[src/hw/rtl/kca_pkg.sv]
// ----------------------------------------------------------------------------
// kca_pkg
// Shared constants, types and helper functions for the annotated k-mer
// counter: table geometry, controller commands and datapath status.
// ----------------------------------------------------------------------------
package kca_pkg;

   // Table geometry: one row of slots for each annotation class.
   localparam int SLOT_COUNT  = 65536;
   localparam int CLASS_COUNT = 5;
   localparam int SLOT_BITS   = $clog2(SLOT_COUNT);
   localparam int TABLE_DEPTH = CLASS_COUNT * SLOT_COUNT;
   localparam int TABLE_AW    = $clog2(TABLE_DEPTH);

   // Field widths.
   localparam int CHAR_W  = 8;
   localparam int CLASS_W = 3;
   localparam int RUN_W   = 5;
   localparam int COUNT_W = 8;
   localparam int TOTAL_W = 32;
   localparam int CSR_IDX_W  = 2;
   localparam int CSR_DATA_W = 5;

   // Only the slot bits of the rolling word are ever observed.
   localparam int WORD_BITS = SLOT_BITS;

   localparam logic [RUN_W-1:0]   RUN_MAX   = '1;
   localparam logic [COUNT_W-1:0] COUNT_MAX = '1;

   // Configuration register indexes.
   localparam logic [CSR_IDX_W-1:0] CSR_WORD_LENGTH = 2'd0;
   localparam logic [CSR_IDX_W-1:0] CSR_MIXED_CLASS = 2'd1;

   localparam logic [RUN_W-1:0]   WORD_LENGTH_RESET = 5'd24;
   localparam logic [CLASS_W-1:0] MIXED_CLASS_RESET = 3'd4;

   // Base codes; bit 2 marks a non-ACGT byte.
   localparam logic [2:0] BASE_A    = 3'd0;
   localparam logic [2:0] BASE_C    = 3'd1;
   localparam logic [2:0] BASE_G    = 3'd2;
   localparam logic [2:0] BASE_T    = 3'd3;
   localparam logic [2:0] BASE_WILD = 3'd4;

   // Commands from the controller to the datapath.
   typedef struct packed {
      logic clear;    // write one zero entry of the clearing pass
      logic capture;  // take the request payload
      logic update;   // advance the window state
      logic lookup;   // read the table slot
      logic modify;   // saturating increment and write-back
      logic deliver;  // load the result register and counters
   } kca_cmd_type;

   // Status from the datapath to the controller.
   typedef struct packed {
      logic clear_last;  // the clearing pass is at its last entry
      logic out_free;    // the result register can take a new result
   } kca_status_type;

   // Map a nucleotide byte, either case, to its 3-bit base code.
   function automatic logic [2:0] base_code(input logic [CHAR_W-1:0] c);
      logic [2:0] code;
      case (c)
         8'h41, 8'h61: code = BASE_A;
         8'h43, 8'h63: code = BASE_C;
         8'h47, 8'h67: code = BASE_G;
         8'h54, 8'h74: code = BASE_T;
         default:      code = BASE_WILD;
      endcase
      return code;
   endfunction

   // Saturating increment of a run length.
   function automatic logic [RUN_W-1:0] run_bump(input logic [RUN_W-1:0] r);
      return (r == RUN_MAX) ? RUN_MAX : r + RUN_W'(1);
   endfunction

endpackage

[src/hw/rtl/kca_ctrl.sv]
// ----------------------------------------------------------------------------
// kca_ctrl
// Controller of the k-mer counter: runs the table clearing pass after reset,
// then steps each request through update, lookup, modify and deliver.
// ----------------------------------------------------------------------------
module kca_ctrl (
   input  logic                    clock,
   input  logic                    reset,
   input  logic                    req_valid,
   output logic                    req_stall,
   input  kca_pkg::kca_status_type status,
   output kca_pkg::kca_cmd_type    cmd
);

   typedef enum logic [5:0] {
      ST_CLEAR   = 6'b000001,
      ST_IDLE    = 6'b000010,
      ST_UPDATE  = 6'b000100,
      ST_LOOKUP  = 6'b001000,
      ST_MODIFY  = 6'b010000,
      ST_DELIVER = 6'b100000
   } state_type;

   state_type state_ff;
   state_type state_in;

   // Next state and commands.
   always_comb begin
      state_in = state_ff;
      cmd      = '0;
      case (state_ff)
         ST_CLEAR: begin
            cmd.clear = 1'b1;
            if (status.clear_last) begin
               state_in = ST_IDLE;
            end
         end
         ST_IDLE: begin
            if (req_valid) begin
               cmd.capture = 1'b1;
               state_in    = ST_UPDATE;
            end
         end
         ST_UPDATE: begin
            cmd.update = 1'b1;
            state_in   = ST_LOOKUP;
         end
         ST_LOOKUP: begin
            cmd.lookup = 1'b1;
            state_in   = ST_MODIFY;
         end
         ST_MODIFY: begin
            cmd.modify = 1'b1;
            state_in   = ST_DELIVER;
         end
         ST_DELIVER: begin
            if (status.out_free) begin
               cmd.deliver = 1'b1;
               state_in    = ST_IDLE;
            end
         end
         default: begin
            state_in = ST_CLEAR;
         end
      endcase
   end

   // A request is taken only when the datapath is free.
   assign req_stall = (state_ff != ST_IDLE);

   // State register.
   always_ff @(posedge clock) begin
      if (reset) begin
         state_ff <= ST_CLEAR;
      end else begin
         state_ff <= state_in;
      end
   end

endmodule

[config.mk]
export PLATFORM = sky130hd
export DESIGN_NAME = kca_ctrl
export DESIGN_NICKNAME = d
export VERILOG_FILES = /design/src/hw/rtl/kca_pkg.sv /design/src/hw/rtl/kca_ctrl.sv
export SDC_FILE = /design/constraint.sdc
export NUM_CORES = 1
export LEC_CHECK = 0
export BUFFER_PORTS_ARGS = -buffer_cell sky130_fd_sc_hd__buf_2
export CAP_MARGIN = 20
export CORE_AREA = 4 4 41 43
export DETAILED_ROUTE_END_ITERATION = 10
export DIE_AREA = 0 0 45 47
export HOLD_SLACK_MARGIN = 0.1
export RECOVER_POWER = 50
export SYNTH_ARGS = -nofsm -noshare
export SYNTH_HDL_FRONTEND = slang
export SYNTH_SLANG_ARGS = --single-unit
export TNS_END_PERCENT = 50
[constraint.sdc]
create_clock -name clock -period 3.2 [get_ports clock]
set_input_delay 0.16 -clock clock [delete_from_list [all_inputs] [get_ports clock]]
set_output_delay 0.16 -clock clock [all_outputs]
set_load 0.01 [all_outputs]
==> reports/qor.yml, run 1 <==
cells_and_area:
  fin_nets: 62
  nFillCells: 152
  largest_reg_flops: 6
  reg_top3: "state_ff x6"
  layout.cells.non_filler: 70
  area_growth_pct: 22.0
  top_register: "state_ff"
  finalInstanceArea_um2: 444
  drive_gt1_share_pct: 30.9
  antenna_cells: 0
  postLayoutCoreUtil_pct: 34.1
pwr:
  clkPwrFrac_pct: 32.6
  p_switching_uw: 61.8
  ir_drop_uv: 230
  seqPwrFrac_pct: 42.1
  p_int_uw: 146
  power_switching_share_pct: 29.7
  power_leakage_nw: 0.203
  combPwrFrac_pct: 25.3
  p_per_area_nw_per_um2: 469
  finalPower_uw: 208
detailed_routing:
  vias: 357
  ant_nets: 0
  wire_per_inst_um: 12.6
  drc_errors: 0
  dr.pass1.iters: 2
  drtIter0Drc: 2
  routed_wl_um: 881
  routed_via_density: 5.10
sta:
  period_share_pct: 58.0
  rsz0062_at_grt: "no"
  tightestPinTransition_ns: 0.516
  setup_viol: 0
  whs_ns: 0.138
  period_needed_ns: 1.85
  slew_headroom_pct: 65.3
  finalClockSkew_ns: 0.00609
  hold_viol_final: 0
  report.final.slew_viol_count: 0
  fmax_mhz: 539
  setup_ws_ns: 1.35
  setup_tns_ns: 0
clock_network:
  cts_tree: "built"
  post_cts_resized: 0
  path_clk_slew_ns: 0.05
  cts_buffers: 3
  holdBufCountCts: 0
  clock_sinks: 6
  htreeDepth: 1
  cts_setup_buffers: 0
  root_buffer: "clkbuf_4"
  clock_latency_ns: 0.24
  cts_buffer_depth: 2
worst_hold_path:
  min_path_cells: 2
  hold_path.class: "input port to register"
worst_setup_path:
  slowest_stage: "or4_1"
  crit_chain: "or4_1, or2_1, nor2_1, buf_2"
  cp-end-kind: "primary output"
  worstPathArrival_ns: 1.69
  rr_worst_depth: 3
  cp_slowest_stage_delay_ns: 0.61
  cp.required_ns: 3.04
  crit_type: "register to primary output"
  critPathMaxFanout: 5
  cp-start-kind: "register"
placement:
  post-place-cells: 67
  placed_cell_area_um2: 430
  place.gp.congestion: 0.745
  post-place-ws_ns: 1.66
  dp_hpwl_um: 702
  port_buffers: 11
synthesis:
  yosysTopAreaCell: "dfxtp_1"
  syn_area_per_cell_um2: 8.67
  synth-main-ff-cell: "dfxtp_1"
  yosysWarnings: 0
  ys_ff_latch: 6
  synth_enable_flop_cells: 0
  synth.distinct_cells: 28
  syn_inst: 42
  synth_area_um2: 364
  async_flop_share_pct: 0
  ys_seq_area_share_pct: 33.0
  synth_top_area_share_pct: 33.0
  syn_nets: 47
  ys_top_cells_by_area: "dfxtp_1, nor2_1, a311oi_2"
floorplanning:
  io_pins: 12
  die-area_um2: 2120
  core_area_um2: 1300
  die_h_um: 47
  fp-row-count: 13
  chipWidth_um: 45
  start_util_pct: 28.0
global_route:
  gr-total-overflow: 0
  antenna_found_initial: 0
  grt_max_degree: 7
  grt_pass1_vias: 360
  grt_use_total_pct: 11.0
  grt_pass1_wl_um: 1670
job:
  maxCapViolCount: 0
status:
  outcome: "finished, final reports clean"
-- final cells by class --
cell class                      instances  area (um^2)  share of cell area (%)
Clock buffer                            3         22.5                    5.07
Inverter                                3         11.3                    2.54
Multi-Input combinational cell         32          216                    48.7
Sequential cell                         6          120                    27.0
Tap cell                               15         18.8                    4.23
Timing Repair Buffer                   11         55.1                    12.4
-- power groups by stage --
stage               clock network [mW]  registers (mW)  logic [mW]
floorplan                            0          0.0869      0.0405
global placement                     0          0.0888      0.0553
detailed placement                   0          0.0891      0.0549
CTS                             0.0709          0.0880      0.0554
global route                    0.0757          0.0888      0.0600
finish                          0.0679          0.0877      0.0526
-- logic make-up after synthesis --
family / count (synthesis) / synth area share, %
AO/OA/AOI/OAI: 7 / 18.2
XOR/XNOR: 1 / 2.41
buffers and inverters: 4 / 5.16
flip-flops: 6 / 33.0
AND/OR/NAND/NOR: 24 / 41.2
-- per-layer routing --
layer	GRT usage, %	vias up	share of wire (%)
met5	0	-	0
met4	8.77	0	3.0
met3	1.92	4	6.1
met2	16.1	11	44
met1	14.1	161	47
li1	-	181	-
-- synthesized netlist by cell type, drive strengths merged (2+ instances only) --
master / instances
a311oi: 2
nor2: 5
nor3b: 2
nor2b: 2
nand2b: 2
inv: 3
nor3: 2
or2: 2
dfxtp: 6
-- layout by cell type, fill, tap and decap left out, drive strengths merged, types with 2 or more instances in the layout --
master and n:
a311oi 2, dfxtp 6, nor3b 2, nand2b 2, buf 11, nor2b 2, nor3 2, inv 3
nor2 5, clkbuf 3, or2 2
-- critical path: cells and delay by family (launching register included) --
kind                   cells  cell delay, ns
DFF                        1            0.33
and+or+nand+nor            3            0.99
buffers and inverters      1            0.13
-- worst paths after layout --
kind                       startpoint                       end  slack (ns)
min                             reset  state_ff[4]$_SDFFE_PP0P_        0.14
max          state_ff[4]$_SDFFE_PP0P_                    cmd[0]        1.35
max reg2reg  state_ff[4]$_SDFFE_PP0P_  state_ff[5]$_SDFFE_PP0P_        1.53
min reg2reg  state_ff[3]$_SDFFE_PP0P_  state_ff[4]$_SDFFE_PP0P_        0.57
Note: power is estimated with default switching activity, not from simulation.
==> run 2: changes to the inputs <==
==> constraint.sdc (replaced) <==
create_clock -name clock -period 1.48 [get_ports clock]
set_input_delay 0.074 -clock clock [delete_from_list [all_inputs] [get_ports clock]]
set_output_delay 0.074 -clock clock [all_outputs]
set_load 0.01 [all_outputs]
==> run 2 against run 1 <==
The flow now finishes with violations (negative setup slack). Setup slack lost 1.5 ns. Sequential cell count is the same. Total power grew to 2.6 times the previous value. Clock power grew 120%. Combinational power grew to 3.8 times the previous value. Cell area grew 40%. Clock skew shrank 0.00053 ns. First-iteration DRC count grew to 4.0 times the previous value. Utilization grew 14 points. Critical path depth is the same.
==> reports/qor.yml, run 2 (synthesis results as in run 1) <==
cells_and_area:
  layout_common_cells: "buf_2, buf_4, buf_6"
  antenna_cells: 0  # unchanged
  drive_gt1_share_pct: 60.6  # +30 points
  area_growth_pct: 70.8
  reg_top3: "state_ff x6"
  fin_nets: 73  # +18%
  finalInstanceArea_um2: 622  # +40%
  nFillCells: 138  # -9.2%
  postLayoutCoreUtil_pct: 47.8  # +14 points
  largest_reg_flops: 6  # unchanged
  top_register: "state_ff"
  final_common_cell: "buf_2"
worst_hold_path:
  hold_path.class: "input port to register"
detailed_routing:
  ant_nets: 0  # unchanged
  wire_per_inst_um: 14.8  # +17%
  routed_wl_um: 1200  # +36%
  routed_via_density: 5.15  # +0.94%
  drc_errors: 0  # unchanged
  vias: 417  # +17%
  drtIter0Drc: 8  # +6
  dr.pass1.iters: 4  # +2
floorplanning:
  core_area_um2: 1300  # unchanged
  die-area_um2: 2120  # unchanged
  fp-row-count: 13  # unchanged
  start_util_pct: 28.0  # unchanged
  io_pins: 12  # unchanged
  chipWidth_um: 45  # unchanged
  die_h_um: 47  # unchanged
pwr:
  p_per_area_nw_per_um2: 860  # +84%
  power_leakage_nw: 0.271  # +33%
  ir_drop_uv: 409  # +78%
job:
  maxCapViolCount: 0  # unchanged
worst_setup_path:
  slowest_stage: "or4_4"
  cp.buffers_inverters: 1  # unchanged
  cp_slowest_stage_delay_ns: 0.53  # -0.08 ns
  critPathMaxFanout: 2  # -3
  cp-end-kind: "primary output"
  cp.required_ns: 1.41  # -1.63 ns
  cp_top_family: "simple AND/OR/NAND/NOR gates"
  crit_type: "register to primary output"
  crit_chain: "or4_4, or2_4, nor2_4, buf_6"
  worstPathArrival_ns: 1.58  # -0.11 ns
  cp-start-kind: "register"
global_route:
  grt_pass1_vias: 388  # +7.8%
  grt_use_total_pct: 11.5  # +0.47 points
  globalRoute.busiestLayer: "met2"
  grt_max_degree: 6  # -1
  gr-total-overflow: 0  # unchanged
  grt_pass1_wl_um: 1610  # -3.3%
  global_route.usage.met2_pct: 16.9  # +0.85 points
  grtUsageMet1_pct: 12.5  # -1.6 points
  antenna_found_initial: 0  # unchanged
  use_met3_pct: 6.90  # +5.0 points
clock_network:
  clock_latency_ns: 0.25  # about the same
  root_buffer: "clkbuf_4"
  clock_sinks: 6  # unchanged
  cts_tree: "built"
  cts_buffers: 3  # unchanged
  htreeDepth: 1  # unchanged
  cts_buffer_depth: 2  # unchanged
  path_clk_slew_ns: 0.05  # about the same
sta:
  hold_viol_final: 0  # unchanged
  setup_ws_ns: -0.178  # -1.52 ns
  fmax_mhz: 603
  period_share_pct: 112
  tightestPinTransition_ns: 0.244  # -0.273 ns
  finalClockSkew_ns: 0.00556  # -0.000528 ns
  rsz0062_at_grt: "yes"
  period_needed_ns: 1.66
  setup_viol: 6  # +6
  report.final.slew_viol_count: 0  # unchanged
  slew_headroom_pct: 83.7  # +18 points
status:
  outcome: "complete, but fails checks"
  violations: "negative setup slack"
placement:
  port_buffers: 11  # unchanged
  placed_cell_area_um2: 475  # +10%
  place.gp.congestion: 0.734  # -1.6%
  dp_hpwl_um: 714  # +1.8%
-- run 2: layout make-up --
class                           instances  area, um^2  share of cell area, %
Clock buffer                            3        22.5                   3.62
Tap cell                               15        18.8                   3.02
Sequential cell                         6         124                   19.9
Multi-Input combinational cell         32         289                   46.5
Timing Repair Buffer                   22         156                   25.2
Inverter                                3        11.3                   1.81
-- run 2: power by group --
| part | switching (mW) | total (mW) | leakage, nW | internal, mW |
|---|---|---|---|---|
| clock network | 0.0595 | 0.151 | 0.0138 | 0.0917 |
| logic | 0.0999 | 0.201 | 0.208 | 0.101 |
| registers | 0.00791 | 0.183 | 0.0496 | 0.175 |
| total | 0.167 | 0.535 | 0.271 | 0.368 |
-- run 2: repair_timing --
| action | in CTS | in global routing |
|---|---|---|
| pin swaps | 4 | 8 |
| hold buffers | 1 | 0 |
| endpoints found under the hold margin | 1 | 0 |
| setup endpoints to repair | 3 | 10 |
| cloned | 0 | 0 |
| gates resized for setup | 4 | 16 |
| buffers inserted | 3 | 2 |
-- run 2: metrics by stage --
stage	power, mW	instances	worst slack, ns	hold slack [ns]	TNS, ns
floorplan	0.275	42	0.0503	0.153	0
CTS	0.503	80	-0.172	0.167	-0.332
global route	0.570	81	-0.217	0.186	-1.03
finish	0.535	81	-0.178	0.187	-0.659
global placement	0.332	73	0.0601	0.305	0
detailed placement	0.333	73	0.0376	0.309	0
-- run 2: worst paths after layout --
kind | start | endpoint | slack [ns] | depth (start not counted)
hold reg to reg | state_ff[3]$_SDFFE_PP0P_ | state_ff[4]$_SDFFE_PP0P_ | 0.73 | 3
setup / recovery | state_ff[4]$_SDFFE_PP0P_ | cmd[0] | -0.18 | 4
setup reg to reg | state_ff[4]$_SDFFE_PP0P_ | state_ff[5]$_SDFFE_PP0P_ | -0.10 | 5
hold / removal | req_valid | state_ff[1]$_SDFFE_PP0P_ | 0.19 | 3
-- run 2: tightest hold or removal path: stages --
cell	delay, ns
buf_2	0.09
nand3b_1	0.12
a311oi_2	0.09
-- run 2: metal layers --
metal  wire length (um)  part of all wire [%]  vias up
met5                  0                     0        -
met4                 34                   2.8        0
met3                 72                   6.0        6
met2                617                    52       18
met1                471                    39      189
li1                   -                     -      204
==> run 3: changes to the inputs <==
--- a/config.mk
+++ b/config.mk
@@ -5,6 +5,7 @@
 export SDC_FILE = /design/constraint.sdc
 export NUM_CORES = 1
 export LEC_CHECK = 0
+export ABC_AREA = 1
 export BUFFER_PORTS_ARGS = -buffer_cell sky130_fd_sc_hd__buf_2
 export CAP_MARGIN = 20
 export CORE_AREA = 4 4 41 43
==> run 3 against run 2 <==
Global-route usage is 2.1 points lower. First-iteration DRC count is 13% higher. Largest power group is now sequential cells. Critical path depth is the same. The run now ends clean. Die area did not move. Critical endpoint is now cmd[4]. Clock power about the same. Combinational power shrank 41%. Maximum frequency is 31% higher. Utilization fell by 13 points.
==> reports/qor.yml, run 3 <==
status:
  outcome: "finished, final reports clean"
sta:
  whs_ns: 0.122  # -0.0648 ns
  report.final.slew_viol_count: 0  # unchanged
  rsz0062_at_grt: "no"
  hold_viol_final: 0  # unchanged
  setup_tns_ns: 0  # +0.659 ns
  tightestPinTransition_ns: 0.208  # -0.0357 ns
  setup_viol: 0  # -6
  fmax_mhz: 793  # +31%
  period_share_pct: 85.2  # -27 points
  finalClockSkew_ns: 0.00544  # -0.000121 ns
  setup_ws_ns: 0.219  # +0.397 ns
  period_needed_ns: 1.26  # -0.397 ns
  slew_headroom_pct: 86.1  # +2.4 points
floorplanning:
  chipWidth_um: 45  # unchanged
  fp-row-count: 13  # unchanged
  die_h_um: 47  # unchanged
  io_pins: 12  # unchanged
  start_util_pct: 28.2  # +0.19 points
  core_area_um2: 1300  # unchanged
  die-area_um2: 2120  # unchanged
cells_and_area:
  final_common_cell: "inv_1"
  fin_nets: 73  # unchanged
  largest_reg_flops: 6  # unchanged
  top_register: "state_ff"
  drive_gt1_share_pct: 28.8  # -32 points
  area_growth_pct: 22.5
  antenna_cells: 0  # unchanged
  reg_top3: "state_ff x6"
  nFillCells: 151  # +9.4%
  layout_common_cells: "inv_1, buf_2, nor2_1, dfxtp_1"
clock_network:
  clock_latency_ns: 0.24  # about the same
  root_buffer: "clkbuf_4"
  cts_buffers: 3  # unchanged
  htreeDepth: 1  # unchanged
  cts_tree: "built"
  cts_buffer_depth: 2  # unchanged
  path_clk_slew_ns: 0.05  # about the same
  clock_sinks: 6  # unchanged
  post_cts_resized: 0  # -4
  cts_setup_buffers: 0  # -3
synthesis:
  synth_area_um2: 367  # +0.69%
  synth_common_cells: "inv_1, nor2_1, dfxtp_1"
  yosysTopAreaCell: "dfxtp_1"
  synth_simple_gate_area_share_pct: 50.2  # +8.9 points
  synth_top_area_share_pct: 32.8  # -0.23 points
  synth.area.mux_share_pct: 0  # unchanged
  syn_nets: 57  # +21%
  synth_enable_flop_cells: 0  # unchanged
  synth_adder_area_share_pct: 0  # unchanged
  synth-xor-area-share_pct: 0  # -2.4 points
  synth.distinct_cells: 14  # -50%
  synth-compound-area-share_pct: 2.73  # -15 points
  yosysWarnings: 0  # unchanged
  synth_top_family_by_area: "simple AND/OR/NAND/NOR gates"
  synth.most_common_cell: "inv_1"
  synth-main-ff-cell: "dfxtp_1"
  syn_area_per_cell_um2: 7.05  # -19%
  ys_seq_area_share_pct: 32.8  # -0.23 points
  ys_ff_latch: 6  # unchanged
  ys_top_cells_by_area: "dfxtp_1, inv_1, nor2_1"
  syn_inst: 52  # +24%
  async_flop_share_pct: 0  # unchanged
global_route:
  use_met3_pct: 1.15  # -5.7 points
  gr-total-overflow: 0  # unchanged
  grt_max_degree: 8  # +2
  grtUsageMet1_pct: 11.6  # -0.91 points
  grt_use_total_pct: 9.33  # -2.1 points
  globalRoute.busiestLayer: "met2"
  grt_pass1_wl_um: 1410  # -13%
  antenna_found_initial: 0  # unchanged
  global_route.usage.met2_pct: 13.8  # -3.1 points
  grt_pass1_vias: 364  # -6.2%
worst_setup_path:
  r2r-end: "state_ff[1]$_SDFFE_PP0P_"
  cp-start-kind: "register"
  cp_slowest_stage_delay_ns: 0.34  # -0.19 ns
  crit_type: "register to primary output"
  r2r_slack_ns: 0.39  # +0.49 ns
  worstPathArrival_ns: 1.19  # -0.39 ns
  r2r-start: "state_ff[3]$_SDFFE_PP0P_"
  cp-endpoint: "cmd[4]"
  cp.required_ns: 1.41  # about the same
  critPathMaxFanout: 7  # +5
  cp-end-kind: "primary output"
  rr_worst_depth: 5  # unchanged
  crit_chain: "nor2_4, nand3_1, nor2_1, buf_2"
  slowest_stage: "dfxtp_1"
  crit_path_start: "state_ff[3]$_SDFFE_PP0P_"
pwr:
  p_per_area_nw_per_um2: 1010  # +17%
  seqPwrFrac_pct: 40.8  # +6.6 points
  ir_drop_uv: 419  # +2.6%
  power_switching_share_pct: 31.4  # +0.11 points
  combPwrFrac_pct: 26.0  # -12 points
  power_leakage_nw: 0.258  # -5.0%
  p_int_uw: 311  # -15%
  clkPwrFrac_pct: 33.1  # +4.8 points
  finalPower_uw: 453  # -15%
  p_switching_uw: 142  # -15%
placement:
  port_buffers: 11  # unchanged
  post-place-ws_ns: 0.414  # +0.376 ns
  place.gp.congestion: 0.867  # +18%
  dp_hpwl_um: 640  # -10%
detailed_routing:
  wire_per_inst_um: 10.1  # -32%
  dr.pass1.iters: 4  # unchanged
  drc_errors: 0  # unchanged
  drtIter0Drc: 9  # +1
  vias: 368  # -12%
  routed_wl_um: 815  # -32%
  routed_via_density: 4.54  # -12%
  ant_nets: 0  # unchanged
job:
  maxCapViolCount: 0  # unchanged
worst_hold_path:
  hold_path.class: "input port to register"
run 3: through the flow:
stage	std cells	utilization [%]	area (um^2)
finish	81	34.5	449
global route	81	34.5	449
CTS	81	35.8	465
detailed placement	77	33.3	433
global placement	77	33.3	433
floorplan	52	-	367
run 3: cells by family (layout without fill, tap and decap cells):
logic type | after synthesis | count (layout)
AND/OR/NAND/NOR | 31 | 31
buffers and inverters | 13 | 27
flip-flops | 6 | 6
AO/OA/AOI/OAI | 2 | 2
run 3: power groups by stage:
stage               Combinational, mW  Clock [mW]  Sequential, mW
floorplan                      0.0853           0           0.187
global placement                0.119           0           0.188
detailed placement              0.120           0           0.188
CTS                             0.123       0.157           0.185
global route                    0.133       0.168           0.187
finish                          0.118       0.150           0.185
run 3: routing by layer:
metal / vias to the layer above / part of all wire, %
met1: 162 / 48
met3: 0 / 7.6
met5: - / 0
met4: 0 / 0
met2: 12 / 45
li1: 194 / -
run 3: area by class of cell:
type                       instances  area, um^2  share of cell area (%)
sequential                         6         120                    26.7
timing repair buffer              12        65.1                    14.5
tap                               15        18.8                    4.18
clock buffer                       3        22.5                    5.01
multi-input combinational         33         178                    39.6
inverter                          12        45.0                    10.0
run 3: worst max-delay path, delay by kind of cell, from the launching register on:
kind / cells / cell delay, ns
AND/OR/NAND/NOR: 3 / 0.47
flip-flops: 1 / 0.34
buffers and inverters: 1 / 0.13
run 3: worst min path at each step:
stage,start,end,slack [ns],cells after the start
after floorplan,reset,state_ff[5]$_SDFFE_PP0P_,0.14,1
after global placement,reset,state_ff[5]$_SDFFE_PP0P_,0.33,2
after global routing,req_valid,state_ff[2]$_SDFFE_PP0P_,0.13,3
after CTS,req_valid,state_ff[2]$_SDFFE_PP0P_,0.11,3
final,req_valid,state_ff[2]$_SDFFE_PP0P_,0.12,3
after detailed placement,reset,state_ff[5]$_SDFFE_PP0P_,0.33,2
run 3: what timing repair did:
item	in CTS	in global routing
hold endpoints to repair	4	0
setup endpoints to repair	0	0
hold buffers	1	0
